**src/rtl/ultrasonic_ranging_controller_top_defines.svh**
```systemverilog
// Assertion macros shared by the ultrasonic ranging controller RTL
`ifndef ULTRASONIC_RANGING_CONTROLLER_TOP_DEFINES_SVH
`define ULTRASONIC_RANGING_CONTROLLER_TOP_DEFINES_SVH

// Same-cycle implication, sampled on clk_i, off while in reset
`define URC_ASSERT_NOW(label, ante, cons) \
  label: assert property (@(posedge clk_i) disable iff (!rst_ni) (ante) |-> (cons)) \
    else $error("urc assertion failed");

// Next-cycle implication, sampled on clk_i, off while in reset
`define URC_ASSERT_NEXT(label, ante, cons) \
  label: assert property (@(posedge clk_i) disable iff (!rst_ni) (ante) |=> (cons)) \
    else $error("urc assertion failed");

`endif

```
**src/rtl/urc_pkg.sv**
```systemverilog
// Package: constants, types and state encoding of the ultrasonic ranging controller
`timescale 1ns / 1ps

package urc_pkg;

  // Field and counter widths
  localparam int COUNT_WIDTH = 16;
  localparam int TICKS_WIDTH = 16;
  localparam int DIST_WIDTH  = 10;
  localparam int PHASE_WIDTH = 2;

  // Trigger length after reset, in ticks
  localparam logic [TICKS_WIDTH-1:0] TRIG_TICKS_RESET = 16'd5000;

  // Phase codes as seen on the result channel
  localparam logic [PHASE_WIDTH-1:0] PHASE_CODE_IDLE = 2'd0;
  localparam logic [PHASE_WIDTH-1:0] PHASE_CODE_WAIT = 2'd1;
  localparam logic [PHASE_WIDTH-1:0] PHASE_CODE_TIME = 2'd2;

  // Distance math: mm = floor(floor(343 * count / 256) / 125)
  localparam int SOUND_MUL   = 343;
  localparam int DIV_SHIFT   = 8;
  localparam int DIV_REM     = 125;
  // 524 / 2^16 sits just below 1/125; one correction step fixes the quotient
  localparam int RECIP_MUL   = 524;
  localparam int RECIP_SHIFT = 16;
  // Smallest count whose distance exceeds the 10-bit range
  localparam int SAT_COUNT   = 95534;
  localparam logic [DIST_WIDTH-1:0] DIST_MAX = '1;

  // Datapath widths of the distance pipeline
  localparam int CALC_W       = 17;
  localparam int COUNT_EXT_W  = (COUNT_WIDTH > CALC_W) ? COUNT_WIDTH : CALC_W;
  localparam int PROD_W       = CALC_W + 9;
  localparam int Y_W          = PROD_W - DIV_SHIFT;
  localparam int RECIP_PROD_W = Y_W + 10;
  localparam int Q0_W         = RECIP_PROD_W - RECIP_SHIFT;

  // Measurement phase, one-hot
  typedef enum logic [2:0] {
    PH_IDLE = 3'b001,
    PH_WAIT = 3'b010,
    PH_TIME = 3'b100
  } phase_e;

  // Result fields that bypass the distance math
  typedef struct packed {
    logic                   trigger_out;
    logic                   distance_valid;
    logic [PHASE_WIDTH-1:0] phase;
  } urc_side_t;

  // Per-tick record from the control stage to the distance pipeline
  typedef struct packed {
    urc_side_t              side;
    logic [COUNT_WIDTH-1:0] dist_count;
  } urc_rec_t;

  // Finished result
  typedef struct packed {
    logic                   trigger_out;
    logic                   distance_valid;
    logic [DIST_WIDTH-1:0]  distance_value;
    logic [PHASE_WIDTH-1:0] phase;
  } urc_res_t;

endpackage

```
**src/rtl/urc_intf.sv**
```systemverilog
// Channel interfaces: tick input, result output and configuration write
`timescale 1ns / 1ps

// One timer tick with sampled pins and read request
interface urc_in_if;
  logic valid;
  logic ready;
  logic button_level;
  logic echo_level;
  logic take_distance;

  modport source (output valid, output button_level, output echo_level,
                  output take_distance, input ready);
  modport sink   (input valid, input button_level, input echo_level,
                  input take_distance, output ready);
endinterface

// One result per tick
interface urc_out_if import urc_pkg::*; ();
  logic                   valid;
  logic                   ready;
  logic                   trigger_out;
  logic                   distance_valid;
  logic [DIST_WIDTH-1:0]  distance_value;
  logic [PHASE_WIDTH-1:0] phase;

  modport source (output valid, output trigger_out, output distance_valid,
                  output distance_value, output phase, input ready);
  modport sink   (input valid, input trigger_out, input distance_valid,
                  input distance_value, input phase, output ready);
endinterface

// Trigger length register write
interface urc_cfg_if import urc_pkg::*; ();
  logic                   valid;
  logic                   ready;
  logic [TICKS_WIDTH-1:0] trigger_ticks;

  modport source (output valid, output trigger_ticks, input ready);
  modport sink   (input valid, input trigger_ticks, output ready);
endinterface

```
**src/rtl/urc_ctrl.sv**
```systemverilog
// Control stage: edge detection, phase machine, trigger countdown and echo counter
`timescale 1ns / 1ps
`include "ultrasonic_ranging_controller_top_defines.svh"

module urc_ctrl import urc_pkg::*; (
  input  logic                   clk_i,
  input  logic                   rst_ni,
  // tick input
  input  logic                   in_valid_i,
  output logic                   in_ready_o,
  input  logic                   button_i,
  input  logic                   echo_i,
  input  logic                   take_i,
  // trigger length write
  input  logic                   cfg_we_i,
  input  logic [TICKS_WIDTH-1:0] cfg_data_i,
  // record toward the distance pipeline
  output logic                   rec_valid_o,
  input  logic                   rec_ready_i,
  output urc_rec_t               rec_o
);

  phase_e                 phase_q, phase_d;
  logic                   prev_button_q, prev_echo_q;
  logic [COUNT_WIDTH-1:0] cnt_q, cnt_d, cnt_inc;
  logic [TICKS_WIDTH-1:0] tl_q, tl_d, tl_mid;
  logic [TICKS_WIDTH-1:0] trig_ticks_q;
  logic [COUNT_WIDTH-1:0] last_cnt_q, last_cnt_d;
  logic                   ready_q, ready_d, ready_mid;
  logic                   rise, fall, release_ev;
  logic                   trig;
  logic                   acc;
  logic                   rec_valid_q;
  urc_rec_t               rec_d, rec_q;

  assign acc        = in_valid_i && in_ready_o;
  assign in_ready_o = !rec_valid_q || rec_ready_i;

  // Pin edges against the previous tick
  assign rise       = !prev_echo_q && echo_i;
  assign fall       = prev_echo_q && !echo_i;
  assign release_ev = prev_button_q && !button_i;
  assign cnt_inc    = cnt_q + COUNT_WIDTH'(1);

  // Next state for one tick
  always_comb begin
    phase_d    = phase_q;
    tl_mid     = tl_q;
    cnt_d      = cnt_q;
    last_cnt_d = last_cnt_q;
    ready_mid  = ready_q;
    case (phase_q)
      PH_IDLE: begin
        if (release_ev) begin
          tl_mid  = trig_ticks_q;
          phase_d = PH_WAIT;
        end
      end
      PH_WAIT: begin
        // echo start cuts the trigger short
        if (rise) begin
          tl_mid  = '0;
          cnt_d   = '0;
          phase_d = PH_TIME;
        end
      end
      PH_TIME: begin
        cnt_d = cnt_inc;
        if (fall) begin
          last_cnt_d = cnt_inc;
          ready_mid  = 1'b1;
          phase_d    = PH_IDLE;
        end
      end
      default: begin
        phase_d = PH_IDLE;
      end
    endcase

    trig = (tl_mid != '0);
    tl_d = trig ? (tl_mid - TICKS_WIDTH'(1)) : '0;

    // read request sees a distance finished this tick
    rec_d.side.trigger_out    = trig;
    rec_d.side.distance_valid = take_i && ready_mid;
    rec_d.dist_count          = last_cnt_d;
    ready_d                   = take_i ? 1'b0 : ready_mid;

    case (phase_d)
      PH_WAIT: rec_d.side.phase = PHASE_CODE_WAIT;
      PH_TIME: rec_d.side.phase = PHASE_CODE_TIME;
      default: rec_d.side.phase = PHASE_CODE_IDLE;
    endcase
  end

  // Control state, updated per accepted tick
  always_ff @(posedge clk_i or negedge rst_ni) begin
    if (!rst_ni) begin
      phase_q       <= PH_IDLE;
      prev_button_q <= 1'b0;
      prev_echo_q   <= 1'b0;
      cnt_q         <= '0;
      tl_q          <= '0;
      ready_q       <= 1'b0;
    end else if (acc) begin
      phase_q       <= phase_d;
      prev_button_q <= button_i;
      prev_echo_q   <= echo_i;
      cnt_q         <= cnt_d;
      tl_q          <= tl_d;
      ready_q       <= ready_d;
    end
  end

  // Trigger length register
  always_ff @(posedge clk_i or negedge rst_ni) begin
    if (!rst_ni) begin
      trig_ticks_q <= TRIG_TICKS_RESET;
    end else if (cfg_we_i) begin
      trig_ticks_q <= cfg_data_i;
    end
  end

  // Output record valid
  always_ff @(posedge clk_i or negedge rst_ni) begin
    if (!rst_ni) begin
      rec_valid_q <= 1'b0;
    end else if (acc) begin
      rec_valid_q <= 1'b1;
    end else if (rec_ready_i) begin
      rec_valid_q <= 1'b0;
    end
  end

  // Payload: last echo width and output record
  always_ff @(posedge clk_i) begin
    if (acc) begin
      last_cnt_q <= last_cnt_d;
      rec_q      <= rec_d;
    end
  end

  assign rec_valid_o = rec_valid_q;
  assign rec_o       = rec_q;

  // Trigger runs only while waiting for the echo
  `URC_ASSERT_NOW(a_trig_in_wait, tl_q != '0, phase_q == PH_WAIT)
  // A read request always clears the ready flag
  `URC_ASSERT_NEXT(a_take_clears, acc && take_i, !ready_q)
  // Echo end without a read leaves a distance pending
  `URC_ASSERT_NEXT(a_fall_sets_ready, acc && phase_q == PH_TIME && fall && !take_i, ready_q)

endmodule

```
**src/rtl/urc_dist.sv**
```systemverilog
// Distance pipeline: echo width to millimeters in three registered steps
`timescale 1ns / 1ps
`include "ultrasonic_ranging_controller_top_defines.svh"

module urc_dist import urc_pkg::*; (
  input  logic     clk_i,
  input  logic     rst_ni,
  input  logic     in_valid_i,
  output logic     in_ready_o,
  input  urc_rec_t rec_i,
  output logic     out_valid_o,
  input  logic     out_ready_i,
  output urc_res_t res_o
);

  logic                   s2_v_q, s3_v_q, out_v_q;
  logic                   s2_rdy, s3_rdy, out_rdy;
  urc_side_t              s2_side_q, s3_side_q;
  logic                   s2_sat_q, s3_sat_q;
  logic [Y_W-1:0]         s2_y_q, s3_y_q;
  logic [Q0_W-1:0]        s3_q0_q;
  urc_res_t               res_q, res_d;

  logic [COUNT_EXT_W-1:0]  c_ext;
  logic                    sat;
  logic [PROD_W-1:0]       p;
  logic [RECIP_PROD_W-1:0] rp;
  logic [Y_W-1:0]          m, r;
  logic [Q0_W-1:0]         q;

  // Ready chain: a stage moves when empty or when the next one moves
  assign out_rdy    = !out_v_q || out_ready_i;
  assign s3_rdy     = !s3_v_q || out_rdy;
  assign s2_rdy     = !s2_v_q || s3_rdy;
  assign in_ready_o = s2_rdy;

  // Step 1: saturation check and 343 * count / 256
  assign c_ext = COUNT_EXT_W'(rec_i.dist_count);
  assign sat   = (c_ext >= COUNT_EXT_W'(SAT_COUNT));
  assign p     = PROD_W'(c_ext[CALC_W-1:0]) * PROD_W'(SOUND_MUL);

  // Step 2: reciprocal estimate of y / 125, low by at most one
  assign rp = RECIP_PROD_W'(s2_y_q) * RECIP_PROD_W'(RECIP_MUL);

  // Step 3: remainder check and correction
  assign m = Y_W'(s3_q0_q) * Y_W'(DIV_REM);
  assign r = s3_y_q - m;
  assign q = s3_q0_q + Q0_W'(r >= Y_W'(DIV_REM));

  always_comb begin
    res_d.trigger_out    = s3_side_q.trigger_out;
    res_d.distance_valid = s3_side_q.distance_valid;
    res_d.phase          = s3_side_q.phase;
    if (!s3_side_q.distance_valid) begin
      res_d.distance_value = '0;
    end else if (s3_sat_q) begin
      res_d.distance_value = DIST_MAX;
    end else begin
      res_d.distance_value = q[DIST_WIDTH-1:0];
    end
  end

  // Stage valid bits
  always_ff @(posedge clk_i or negedge rst_ni) begin
    if (!rst_ni) begin
      s2_v_q  <= 1'b0;
      s3_v_q  <= 1'b0;
      out_v_q <= 1'b0;
    end else begin
      if (s2_rdy) s2_v_q <= in_valid_i;
      if (s3_rdy) s3_v_q <= s2_v_q;
      if (out_rdy) out_v_q <= s3_v_q;
    end
  end

  // Stage payload
  always_ff @(posedge clk_i) begin
    if (s2_rdy && in_valid_i) begin
      s2_side_q <= rec_i.side;
      s2_sat_q  <= sat;
      s2_y_q    <= p[PROD_W-1:DIV_SHIFT];
    end
    if (s3_rdy && s2_v_q) begin
      s3_side_q <= s2_side_q;
      s3_sat_q  <= s2_sat_q;
      s3_y_q    <= s2_y_q;
      s3_q0_q   <= rp[RECIP_PROD_W-1:RECIP_SHIFT];
    end
    if (out_rdy && s3_v_q) begin
      res_q <= res_d;
    end
  end

  assign out_valid_o = out_v_q;
  assign res_o       = res_q;

  // No distance is shown without a pending measurement behind it
  `URC_ASSERT_NOW(a_dist_zero, out_v_q && !res_q.distance_valid, res_q.distance_value == '0)
  // Correction leaves a remainder below the divisor
  `URC_ASSERT_NOW(a_rem_range, s3_v_q && s3_side_q.distance_valid && !s3_sat_q,
                  (r - ((r >= Y_W'(DIV_REM)) ? Y_W'(DIV_REM) : '0)) < Y_W'(DIV_REM))

endmodule

```
**src/rtl/ultrasonic_ranging_controller_top.sv**
```systemverilog
// Ultrasonic ranging controller top level: pulse trigger, echo timing, distance readout
//
// One tick transfer in gives one result transfer out, in order. A new tick is taken every
// clock cycle while no stall holds the stages; a result passes through the registered control
// stage and then the three-step distance pipeline, which turns the echo width into millimeters
// with constant multiplies and one correction step. Stalls on the result side back up through
// the stages; a tick is still taken while any stage has a free slot. The trigger length register
// (reset 5000 ticks) is written through its own channel, which is always ready.
`timescale 1ns / 1ps

module ultrasonic_ranging_controller_top import urc_pkg::*; (
  input  logic clk_i,
  input  logic rst_ni,
  urc_in_if.sink    in_ch,
  urc_out_if.source out_ch,
  urc_cfg_if.sink   cfg_ch
);

  logic     rec_valid;
  logic     rec_ready;
  urc_rec_t rec;
  urc_res_t res;

  // Register writes are taken at once
  assign cfg_ch.ready = 1'b1;

  urc_ctrl u_ctrl (
    .clk_i       (clk_i),
    .rst_ni      (rst_ni),
    .in_valid_i  (in_ch.valid),
    .in_ready_o  (in_ch.ready),
    .button_i    (in_ch.button_level),
    .echo_i      (in_ch.echo_level),
    .take_i      (in_ch.take_distance),
    .cfg_we_i    (cfg_ch.valid),
    .cfg_data_i  (cfg_ch.trigger_ticks),
    .rec_valid_o (rec_valid),
    .rec_ready_i (rec_ready),
    .rec_o       (rec)
  );

  urc_dist u_dist (
    .clk_i       (clk_i),
    .rst_ni      (rst_ni),
    .in_valid_i  (rec_valid),
    .in_ready_o  (rec_ready),
    .rec_i       (rec),
    .out_valid_o (out_ch.valid),
    .out_ready_i (out_ch.ready),
    .res_o       (res)
  );

  // Result fields
  assign out_ch.trigger_out    = res.trigger_out;
  assign out_ch.distance_valid = res.distance_valid;
  assign out_ch.distance_value = res.distance_value;
  assign out_ch.phase          = res.phase;

endmodule
```
**src/flat_wrapper.sv**
```systemverilog
// flat-port wrapper written by rule: the top's interface ports become plain ports
module ultrasonic_ranging_controller_top_flat import urc_pkg::*;
  (clk_i, rst_ni, in_ch_valid, in_ch_button_level, in_ch_echo_level, in_ch_take_distance, in_ch_ready, out_ch_valid, out_ch_trigger_out, out_ch_distance_valid, out_ch_distance_value, out_ch_phase, out_ch_ready, cfg_ch_valid, cfg_ch_trigger_ticks, cfg_ch_ready);
  urc_in_if in_ch_i ();
  urc_out_if out_ch_i ();
  urc_cfg_if cfg_ch_i ();
  input  logic clk_i;
  input  logic rst_ni;
  input wire logic [$bits(in_ch_i.valid)-1:0] in_ch_valid;
  input wire logic [$bits(in_ch_i.button_level)-1:0] in_ch_button_level;
  input wire logic [$bits(in_ch_i.echo_level)-1:0] in_ch_echo_level;
  input wire logic [$bits(in_ch_i.take_distance)-1:0] in_ch_take_distance;
  output wire logic [$bits(in_ch_i.ready)-1:0] in_ch_ready;
  output wire logic [$bits(out_ch_i.valid)-1:0] out_ch_valid;
  output wire logic [$bits(out_ch_i.trigger_out)-1:0] out_ch_trigger_out;
  output wire logic [$bits(out_ch_i.distance_valid)-1:0] out_ch_distance_valid;
  output wire logic [$bits(out_ch_i.distance_value)-1:0] out_ch_distance_value;
  output wire logic [$bits(out_ch_i.phase)-1:0] out_ch_phase;
  input wire logic [$bits(out_ch_i.ready)-1:0] out_ch_ready;
  input wire logic [$bits(cfg_ch_i.valid)-1:0] cfg_ch_valid;
  input wire logic [$bits(cfg_ch_i.trigger_ticks)-1:0] cfg_ch_trigger_ticks;
  output wire logic [$bits(cfg_ch_i.ready)-1:0] cfg_ch_ready;
  assign in_ch_i.valid = in_ch_valid;
  assign in_ch_i.button_level = in_ch_button_level;
  assign in_ch_i.echo_level = in_ch_echo_level;
  assign in_ch_i.take_distance = in_ch_take_distance;
  assign in_ch_ready = in_ch_i.ready;
  assign out_ch_valid = out_ch_i.valid;
  assign out_ch_trigger_out = out_ch_i.trigger_out;
  assign out_ch_distance_valid = out_ch_i.distance_valid;
  assign out_ch_distance_value = out_ch_i.distance_value;
  assign out_ch_phase = out_ch_i.phase;
  assign out_ch_i.ready = out_ch_ready;
  assign cfg_ch_i.valid = cfg_ch_valid;
  assign cfg_ch_i.trigger_ticks = cfg_ch_trigger_ticks;
  assign cfg_ch_ready = cfg_ch_i.ready;
  ultrasonic_ranging_controller_top u_core (.clk_i(clk_i), .rst_ni(rst_ni), .in_ch(in_ch_i), .out_ch(out_ch_i), .cfg_ch(cfg_ch_i));
endmodule
```
**config.mk**
```make
export PLATFORM = sky130hd
export DESIGN_NAME = ultrasonic_ranging_controller_top_flat
export DESIGN_NICKNAME = d
export VERILOG_FILES = /design/src/rtl/urc_pkg.sv /design/src/rtl/urc_intf.sv /design/src/rtl/urc_ctrl.sv /design/src/rtl/urc_dist.sv /design/src/rtl/ultrasonic_ranging_controller_top.sv /design/src/flat_wrapper.sv
export VERILOG_INCLUDE_DIRS = /design/src /design/src/rtl
export SDC_FILE = /design/constraint.sdc
export NUM_CORES = 1
export LEC_CHECK = 0
export ABC_AREA = 0
export BUFFER_PORTS_ARGS = -buffer_cell sky130_fd_sc_hd__buf_2
export CAP_MARGIN = 20
export CELL_PAD_IN_SITES_DETAIL_PLACEMENT = 1
export CELL_PAD_IN_SITES_GLOBAL_PLACEMENT = 1
export CORE_AREA = 2 2 193 195
export DETAILED_ROUTE_END_ITERATION = 8
export DIE_AREA = 0 0 195 197
export PLACE_DENSITY = 0.61
export SYNTH_ARGS = -nofsm -noshare
export SYNTH_HDL_FRONTEND = slang
export SYNTH_SLANG_ARGS = --single-unit
```
**constraint.sdc**
```tcl
create_clock -name clk_i -period 10.8 [get_ports clk_i]
set_input_delay 1.62 -clock clk_i [delete_from_list [all_inputs] [get_ports clk_i]]
set_output_delay 1.62 -clock clk_i [all_outputs]
set_load 0.03 [all_outputs]
```
==> results of run 1 <==
==> metal layers <==
| metal | vias up | share of wire | GRT usage | wire [um] |
|---|---|---|---|---|
| li1 | 3986 | - | - | - |
| met1 | 4047 | 0.47 | 0.185 | 12100 |
| met2 | 44 | 0.51 | 0.257 | 13100 |
| met3 | 12 | 0.015 | 0.0175 | 390 |
| met4 | 0 | 0.0098 | 0.0325 | 255 |
| met5 | - | 0 | 0 | 0 |
==> cell type report <==
class / instances / area, um^2 / area share
repair buffers: 44 / 233 / 0.0167
clock buffers: 19 / 433 / 0.0311
clock inverters: 13 / 128 / 0.00918
well taps: 468 / 586 / 0.0421
flip-flops and latches: 145 / 4070 / 0.293
multi-input cells: 763 / 7530 / 0.541
inverters: 248 / 931 / 0.0669
==> state kept, by name, indices dropped and copies added (netlist names) <==
register and count:
u_core.u_dist.s2_side_q 4, u_core.u_dist.out_valid_o 1, u_core.u_dist.res_o 14, u_core.u_ctrl.rec_o 20, u_core.u_dist.s3_q0_q 11, u_core.u_dist.s2_v_q 1, u_core.u_dist.s2_y_q 17, u_core.u_dist.s3_v_q 1
u_core.u_ctrl.ready_q 1, u_core.u_ctrl.prev_echo_q 1, u_core.u_ctrl.cnt_q 16, u_core.u_ctrl.trig_ticks_q 16, u_core.u_ctrl.prev_button_q 1, u_core.u_ctrl.rec_valid_o 1, u_core.u_dist.res_d 4, u_core.u_dist.s3_y_q 17
u_core.u_ctrl.phase_q 3, u_core.u_ctrl.tl_q 16
==> stage by stage <==
step | setup slack [ps] | hold slack [ps] | cells | util
after global placement | 4790 | 402 | 1668 | 0.368
after global routing | 4200 | 427 | 1700 | 0.384
after CTS | 4640 | 417 | 1700 | 0.384
after detailed placement | 4650 | 406 | 1668 | 0.368
final | 4720 | 412 | 1700 | 0.384
after floorplan | 5240 | 400 | 1175 | -
==> placed cells by master (no fill, tap or decap), types with 17 or more instances in the layout <==
| cell | count |
|---|---|
| sky130_fd_sc_hd__edfxtp_1 | 87 |
| sky130_fd_sc_hd__xnor2_1 | 39 |
| sky130_fd_sc_hd__dfrtp_1 | 52 |
| sky130_fd_sc_hd__clkbuf_16 | 17 |
| sky130_fd_sc_hd__buf_2 | 39 |
| sky130_fd_sc_hd__fa_1 | 113 |
| sky130_fd_sc_hd__ha_1 | 172 |
| sky130_fd_sc_hd__o21ai_0 | 55 |
| sky130_fd_sc_hd__nand2_1 | 52 |
| sky130_fd_sc_hd__mux2_2 | 19 |
| sky130_fd_sc_hd__nor2_1 | 40 |
| sky130_fd_sc_hd__inv_1 | 246 |
| sky130_fd_sc_hd__o31ai_1 | 20 |
| sky130_fd_sc_hd__xor2_1 | 21 |
| sky130_fd_sc_hd__a21oi_1 | 29 |
| sky130_fd_sc_hd__nand3_1 | 25 |
==> cell families (layout without fill, tap and decap cells) <==
family | count (synthesis) | in the layout | synth area share
muxes | 21 | 21 | 0.0186
and+or+nand+nor | 219 | 219 | 0.0920
xor gates and xnor gates | 60 | 60 | 0.0417
adders and majority gates | 285 | 285 | 0.350
AOI/OAI and AO/OA | 177 | 177 | 0.0939
buffers and inverters | 267 | 324 | 0.0806
other | 1 | 1 | 0.000297
DFF | 145 | 145 | 0.323
==> worst min-delay path by stage <==
stage	startpoint	endpoint	slack, ps	cells after the start
floorplan	u_core.u_dist.s2_side_q[0]$_DFFE_PP_	u_core.u_dist.res_d[0]$_DFFE_PP_	400	0
global placement	u_core.u_dist.s2_side_q[3]$_DFFE_PP_	u_core.u_dist.res_d[13]$_DFFE_PP_	400	0
detailed placement	u_core.u_dist.s2_side_q[2]$_DFFE_PP_	u_core.u_dist.res_d[12]$_DFFE_PP_	410	0
CTS	u_core.u_dist.s2_side_q[2]$_DFFE_PP_	u_core.u_dist.res_d[12]$_DFFE_PP_	420	0
global route	u_core.u_dist.s2_side_q[3]$_DFFE_PP_	u_core.u_dist.res_d[13]$_DFFE_PP_	430	0
finish	u_core.u_dist.s2_side_q[2]$_DFFE_PP_	u_core.u_dist.res_d[12]$_DFFE_PP_	410	0
==> results list, run 1 <==
- Number of instances in the synthesized netlist: 1175
- Achievable frequency: around 0.16 GHz
* Buffer cell driving the clock tree root: sky130_fd_sc_hd__clkbuf_16
- Post-Route Setup TNS: 0 ps
* End of the worst register-to-register path: u_core.u_dist.res_o[10]$_SDFFCE_PN0P_
- Type of the worst min-delay path: register to register
* DRT Wirelength: between 20 and 30 mm
- Dividing the detail-routed wire length by the instance count gives ~15 um.
- Syn avg cell area: approximately 11 um^2
- The layout has 4056 filler cells.
- For this design the top-level I/O count stands at 41.
- Antenna violations before repair: 0
- Vias per cell: approximately 4.8
- Width of the die: 195 um
- The largest single stage delay on the critical path is approximately 620 ps.
- Measured slew at the worst slew-check pin: 932 ps
* Ant. Diodes: 0
- Library cell occupying the most area in the post-synthesis netlist: sky130_fd_sc_hd__edfxtp_1
- Warning count from the yosys run: 0
- Vias in the first global route: 8956
- Sink Count: ~150
- Design Area, Final: between 0.01 and 0.015 mm^2
* Die ar.: ~0.038 mm^2
- In this run the worst setup path terminates at u_core.u_dist.res_o[10]$_SDFFCE_PN0P_.
* Remaining max-slew budget at the tightest pin: 0.378
* Total DRC errors in the routed layout: 0
- Of the available clock period, the critical path in the final layout requires 0.563.
* Initial Util: 0.348
- Arrival @ worst endpoint: 6260 ps
* Leading post-synthesis cells by cell area: sky130_fd_sc_hd__edfxtp_1, sky130_fd_sc_hd__fa_1, sky130_fd_sc_hd__ha_1, sky130_fd_sc_hd__dfrtp_1, sky130_fd_sc_hd__inv_1
- Crit-path slowest cell: sky130_fd_sc_hd__fa_1
- Clock tree from TritonCTS: done
- Worst reg2reg setup slack: around 4700 ps
- Netlist area before placement: ~0.013 mm^2
- The number of cells on the worst reg-to-reg path is 21.
- Beginning of the worst register-to-register path: u_core.u_dist.s3_q0_q[0]$_DFFE_PP_
* Flip-flop and latch count after synthesis: between 100 and 150
- Across the routed clock network, the largest skew measured is between 10 and 15 ps.
* Ys async rst share: 0.400
- Worst Setup Start Kind: register
- Clock-pin slew of the registers on the worst-case setup and hold paths: about 70 ps
- Entering global routing, the biggest net connects 59 pins.
- Share of layout cells above drive strength 1: 0.0958
* Synthesized net count: between 1k and 1.5k
* Crit. End Element: register
- The first global-routing pass estimated around 45 mm of wire.
- For this block, the initial DRC count from the detailed router was between 200 and 250.
- Setup CP Type: register to register
- Hold Fails Final Rpt: 0
- Worst path top cell family by delay: adder cells
- The first detailed-routing pass took 4 iterations.
* Final nets: 1528
- Series of cell instances along the critical path: fa_1 -> inv_1 -> fa_1 -> inv_1 -> fa_1 -> fa_1 -> inv_1 -> ha_1 -> o21a_1 -> o21ai_0 -> a21oi_1 -> a311o_1 -> a31oi_1 -> xnor2_1 -> nor4_1 -> o2111ai_1 -> ha_1 -> ha_1 -> nand4_1 -> xnor2_1 -> and2_1
- Setup violations remaining at the end of the flow were counted as 0.
* Total number of H-tree levels: 4
* Setup bufs post-CTS: 0
- Row generation in the floorplan step produced 70 rows.
- The share of synthesized area in the top cell type comes to 0.207.
* Remaining antenna violation count: 0
- Post_cts resized: 0
- Clock network latency to the later pin of the worst-skew pair: ~420 ps
* Period minus WS final: 6080 ps
- The congestion estimate from routability-driven global placement came to approximately 0.78.
* Core outline area: about 0.036 mm^2
- After clock tree synthesis, the flow added hold-fix buffers numbering 0.
* EDFF count, synth: 87
- Worst-case clock buffer depth: 2
- Run status: complete, no violations
* WP buf/inv: 3
* MaxCap Viol Count: 0
- Flip-flop cell with the highest count after synthesis: sky130_fd_sc_hd__edfxtp_1
- Overflow left after global routing: 0
- Vias: 8089
- Along the worst path, the maximum fanout reaches 9.
- Setup repair after global routing left no endpoint under its margin.
* Most frequent cells after synthesis: sky130_fd_sc_hd__inv_1, sky130_fd_sc_hd__ha_1, sky130_fd_sc_hd__fa_1, sky130_fd_sc_hd__edfxtp_1, sky130_fd_sc_hd__o21ai_0
* Layout Area Growth over Synthesis: 10.3%
- In this run, distinct cell masters in the synthesized netlist total 65.
- Most common cell on crit path: sky130_fd_sc_hd__fa_1
- The HPWL after detailed placement is ~21 mm.
* Die Y: approximately 200 um
* Count of final max-slew check failures: 0
- Tracing the worst setup path back leads to its startpoint at u_core.u_dist.s3_q0_q[0]$_DFFE_PP_.
- Input and output buffers added on the ports amount to 39.
- Cell count along the critical path: 21
- For this run, the total global-route usage over all layers was measured as 0.143.
* Most used standard cell by instance count after synthesis: sky130_fd_sc_hd__inv_1
* Endpoint required time on the critical path: 10990 ps
- Of the synthesized area, sequential elements account for 0.323.
- Placed instance area: 0.0133 mm^2
* TritonCTS buffer count: 17
Power of run 1 is left out: the tool's default activity adds up to more than one toggle a clock period on the data nets, which glitch-free logic cannot reach.
==> run 2, diff against run 1 <==
--- a/config.mk
+++ b/config.mk
@@ -6,15 +6,15 @@
 export SDC_FILE = /design/constraint.sdc
 export NUM_CORES = 1
 export LEC_CHECK = 0
-export ABC_AREA = 0
+export ABC_AREA = 1
 export BUFFER_PORTS_ARGS = -buffer_cell sky130_fd_sc_hd__buf_2
 export CAP_MARGIN = 20
 export CELL_PAD_IN_SITES_DETAIL_PLACEMENT = 1
 export CELL_PAD_IN_SITES_GLOBAL_PLACEMENT = 1
-export CORE_AREA = 2 2 193 195
+export CORE_AREA = 2 2 205 207
 export DETAILED_ROUTE_END_ITERATION = 8
-export DIE_AREA = 0 0 195 197
-export PLACE_DENSITY = 0.61
+export DIE_AREA = 0 0 207 209
+export PLACE_DENSITY = 0.62
 export SYNTH_ARGS = -nofsm -noshare
 export SYNTH_HDL_FRONTEND = slang
 export SYNTH_SLANG_ARGS = --single-unit
==> constraint.sdc (replaced) <==
create_clock -name clk_i -period 5.7 [get_ports clk_i]
set_input_delay 0.855 -clock clk_i [delete_from_list [all_inputs] [get_ports clk_i]]
set_output_delay 0.855 -clock clk_i [all_outputs]
set_load 0.03 [all_outputs]
==> results list, run 2 <==
- Ys async rst share: 0.400 (unchanged)
* Clock-pin slew of the registers on the worst-case setup and hold paths: 80 ps (about the same)
* Netlist area before placement: 0.0141 mm^2 (+12%)
* Overflow left after global routing: 0 (unchanged)
- The mean post-synth cell area is 8.62 um^2 (-20%).
* Ant. Diodes: 0 (unchanged)
* Vias in the first global route: 11.6k (+30%)
- Die ar.: 0.0433 mm^2 (+13%)
- The worst register-to-register path ends at u_core.u_dist.res_o[10]$_SDFFCE_PN0P_.
- The proportion of synthesized chip area in sequential cells came to 0.288 (-0.0351).
- The final setup TNS was 0 ps (unchanged).
- The count of input and output buffers came to 39 (unchanged).
- The signal arrival time at the worst endpoint is 5530 ps (-730 ps).
* Flip-flop and latch count after synthesis: 145 (unchanged)
- Reg2Reg Depth: 23 (+9.5%)
- The instance area at placement came to 0.0150 mm^2 (+12%).
* Cells on Worst Hold Path: 0 (unchanged)
* EDFF count, synth: 87 (unchanged)
- The detailed router's first-iteration violation count is 407 (+72%).
- In the layout the commonest cells are sky130_fd_sc_hd__inv_1, sky130_fd_sc_hd__nand2_1, sky130_fd_sc_hd__ha_1.
- The register area came to 0.00407 mm^2 (unchanged).
- The final routed DRC violation total was 0 (unchanged).
- Total number of H-tree levels: 4 (unchanged)
- The core utilization of the finished layout came to 0.381 (-0.00209).
- Library cell occupying the most area in the post-synthesis netlist: sky130_fd_sc_hd__edfxtp_1
- The commonest cells after synthesis are sky130_fd_sc_hd__inv_1, sky130_fd_sc_hd__nand2_1, sky130_fd_sc_hd__ha_1, sky130_fd_sc_hd__fa_1, sky130_fd_sc_hd__nor2_1.
* Worst-case clock buffer depth: 2 (unchanged)
* Crit. End Element: register
- The critical path goes through clkinvlp_4 -> fa_1 -> fa_1 -> fa_1 -> inv_1 -> fa_1 -> inv_1 -> ha_2 -> nand2_2 -> nor2_2 -> nand3_1 -> nand3_1 -> nand3_1 -> nand3_1 -> xor2_1 -> nor2_1 -> nand3_2 -> ha_2 -> ha_2 -> nand3_2 -> nor2_2 -> a21oi_1 -> o21a_1.
- The number of flip-flops under the largest register name is 20 (unchanged).
- Sink Count: 145 (unchanged)
- Area of the multi-input gates: 0.00871 mm^2 (+16%)
- Most common cell after layout, fill and taps aside: sky130_fd_sc_hd__inv_1
- The fraction of final layout cells sized beyond drive strength 1 came to 0.112 (+0.0162).
- The final critical delay including setup and external delays is 5340 ps (-738 ps).
- The via total after detailed routing is 10.6k (+31%).
* MaxCap Viol Count: 0 (unchanged)
- Setup CP Type: register to register
- The number of library cell types mapped by synthesis was 51 (-22%).
* Final weighted congestion of routability-driven global placement: 0.830 (+6.1%)
* Flip-flop cell with the highest count after synthesis: sky130_fd_sc_hd__edfxtp_1
* Row count: 75 (+7.1%)
- Warning count from the yosys run: 0 (unchanged)
* TritonCTS buffer count: 17 (unchanged)
- Antenna violations before repair: 0 (unchanged)
* Layout Area Growth over Synthesis: 11.4%
- Most used standard cell by instance count after synthesis: sky130_fd_sc_hd__inv_1
* Global-route wire length before repair: 58.3 mm (+31%)
- Vias per cell: 4.72 (-0.90%)
- The final max-slew violation count is 0 (unchanged).
* Endpoint required time on the critical path: 5890 ps (-5100 ps)
- The largest net degree at the start of global routing is 59 (unchanged).
- The path class of the tightest hold or removal check is register to register.
- Post-CTS Hold Fix Bufs: 0 (unchanged)
- Max Fanout on Critical Path: 5 (-4)
* Remaining antenna violation count: 0 (unchanged)
- The number of top-level pins was 41 (unchanged).
- Die Y: 209 um (+6.1%)
* DRT Wirelength: 34.5 mm (+33%)
* Half-perimeter wire length of the detailed placement result: 28.5 mm (+37%)
* Crit-path slowest cell: sky130_fd_sc_hd__fa_1
- Biggest cell delay along the critical path: 570 ps (-50 ps)
- The clock latency at the later pin of the worst-skew pair is 450 ps (+30 ps).
* Period utilisation layout: 0.937 (+0.374)
- The worst setup path is launched from a register.
- Achievable frequency: 0.187 GHz (+14%)
- First-pass iteration count of the detailed router: 4 (unchanged)
* Leading post-synthesis cells by cell area: sky130_fd_sc_hd__edfxtp_1, sky130_fd_sc_hd__fa_1, sky130_fd_sc_hd__ha_1, sky130_fd_sc_hd__inv_1, sky130_fd_sc_hd__dfrtp_1
* Remaining max-slew budget at the tightest pin: 0.347 (-0.0312)
- The number of standard cells after synthesis is 1640 (+40%).
- The post-synth net total is 1949 (+31%).
- In this run the clock root is driven by a sky130_fd_sc_hd__clkbuf_16.
- The top-area cell type share of the netlist area is 0.185 (-0.0225).
- The mean routed wirelength per cell was 15.3 um (+0.61%).
* Worst reg2reg setup slack: 360 ps (-4360 ps)
- The worst hold path terminates at u_core.u_dist.res_d[0]$_DFFE_PP_.
- Global routing usage summed across all routing layers: 0.167 (+0.0236)
- In this run the most critical hold path is launched from u_core.u_dist.s2_side_q[0]$_DFFE_PP_.
- The actual slew at the worst max-slew pin is 975 ps (+43.1 ps).
- Initial Util: 0.343 (-0.00518)
- The cell area after layout is 0.0158 mm^2 (+13%).
* Core outline area: 0.0413 mm^2 (+14%)
* Hold Fails Final Rpt: 0 (unchanged)
* Clock tree from TritonCTS: done
- Width of the die: 207 um (+6.2%)
* Beginning of the worst register-to-register path: u_core.u_dist.s3_q0_q[3]$_DFFE_PP_
- The count of filler cells inserted in the layout came to 4921 (+21%).
- Final worst clock skew: 20.8 ps (+6.09 ps)
- Setup violators final: 0 (unchanged)
- Run status: complete, no violations
- Final nets: 2010 (+32%)
## run 2: logic make-up after synthesis
kind of cell | share of synthesized area
other | 0.000265
DFF | 0.288
and+or+nand+nor | 0.191
muxes | 0.00955
buffers and inverters | 0.103
AOI/OAI and AO/OA | 0.0653
adders and majority gates | 0.312
xor gates and xnor gates | 0.0303
## run 2: worst max path at each step
| stage | startpoint | endpoint | depth (start not counted) |
|---|---|---|---|
| after floorplan | u_core.u_dist.s3_q0_q[4]$_DFFE_PP_ | u_core.u_dist.res_o[10]$_SDFFCE_PN0P_ | 23 |
| after global placement | u_core.u_dist.s3_q0_q[4]$_DFFE_PP_ | u_core.u_dist.res_o[10]$_SDFFCE_PN0P_ | 23 |
| after detailed placement | u_core.u_dist.s3_q0_q[4]$_DFFE_PP_ | u_core.u_dist.res_o[10]$_SDFFCE_PN0P_ | 23 |
| after CTS | u_core.u_dist.s3_q0_q[5]$_DFFE_PP_ | u_core.u_dist.res_o[10]$_SDFFCE_PN0P_ | 23 |
| after global routing | u_core.u_dist.s3_q0_q[3]$_DFFE_PP_ | u_core.u_dist.res_o[10]$_SDFFCE_PN0P_ | 25 |
| final | u_core.u_dist.s3_q0_q[3]$_DFFE_PP_ | u_core.u_dist.res_o[10]$_SDFFCE_PN0P_ | 23 |
## run 2: what timing repair did
item                                    4_1_cts  5_1_grt
gates resized for setup                       1       27
gates cloned                                  0        0
setup buffers                                 2       10
endpoints found under the setup margin        1        8
pin swaps                                     0        6
## run 2: final cells by class
| type | count | share of cell area |
|---|---|---|
| Clock inverter | 15 | 0.0103 |
| Tap cell | 539 | 0.0428 |
| Timing Repair Buffer | 61 | 0.0229 |
| Inverter | 356 | 0.0856 |
| Clock buffer | 17 | 0.0270 |
| Sequential cell | 145 | 0.258 |
| Multi-Input combinational cell | 1120 | 0.553 |
## run 2: stage by stage
stage | hold WS (ps) | instances | setup WS, ps
finish | 419 | 2253 | 358
global route | 435 | 2253 | -62.7
CTS | 423 | 2243 | 19.7
detailed placement | 406 | 2209 | 5.57
global placement | 402 | 2209 | 205
floorplan | 400 | 1640 | 713
## run 2: worst max-delay path, delay by kind of cell, from the launching register on
kind	cells	cell delay [ps]
adders and majority gates	7	2870
buffers and inverters	3	320
DFF	1	450
and+or+nand+nor	10	1080
xor gates and xnor gates	1	160
AOI/OAI and AO/OA	2	190
## run 2: layer usage
metal	vias to the layer above	wire length, um	global-route usage
met3	24	683	0.0233
met2	86	17200	0.300
met4	0	403	0.0374
met1	5208	16200	0.212
li1	5306	-	-
met5	-	0	0
Power of run 2 is left out for the same reason.
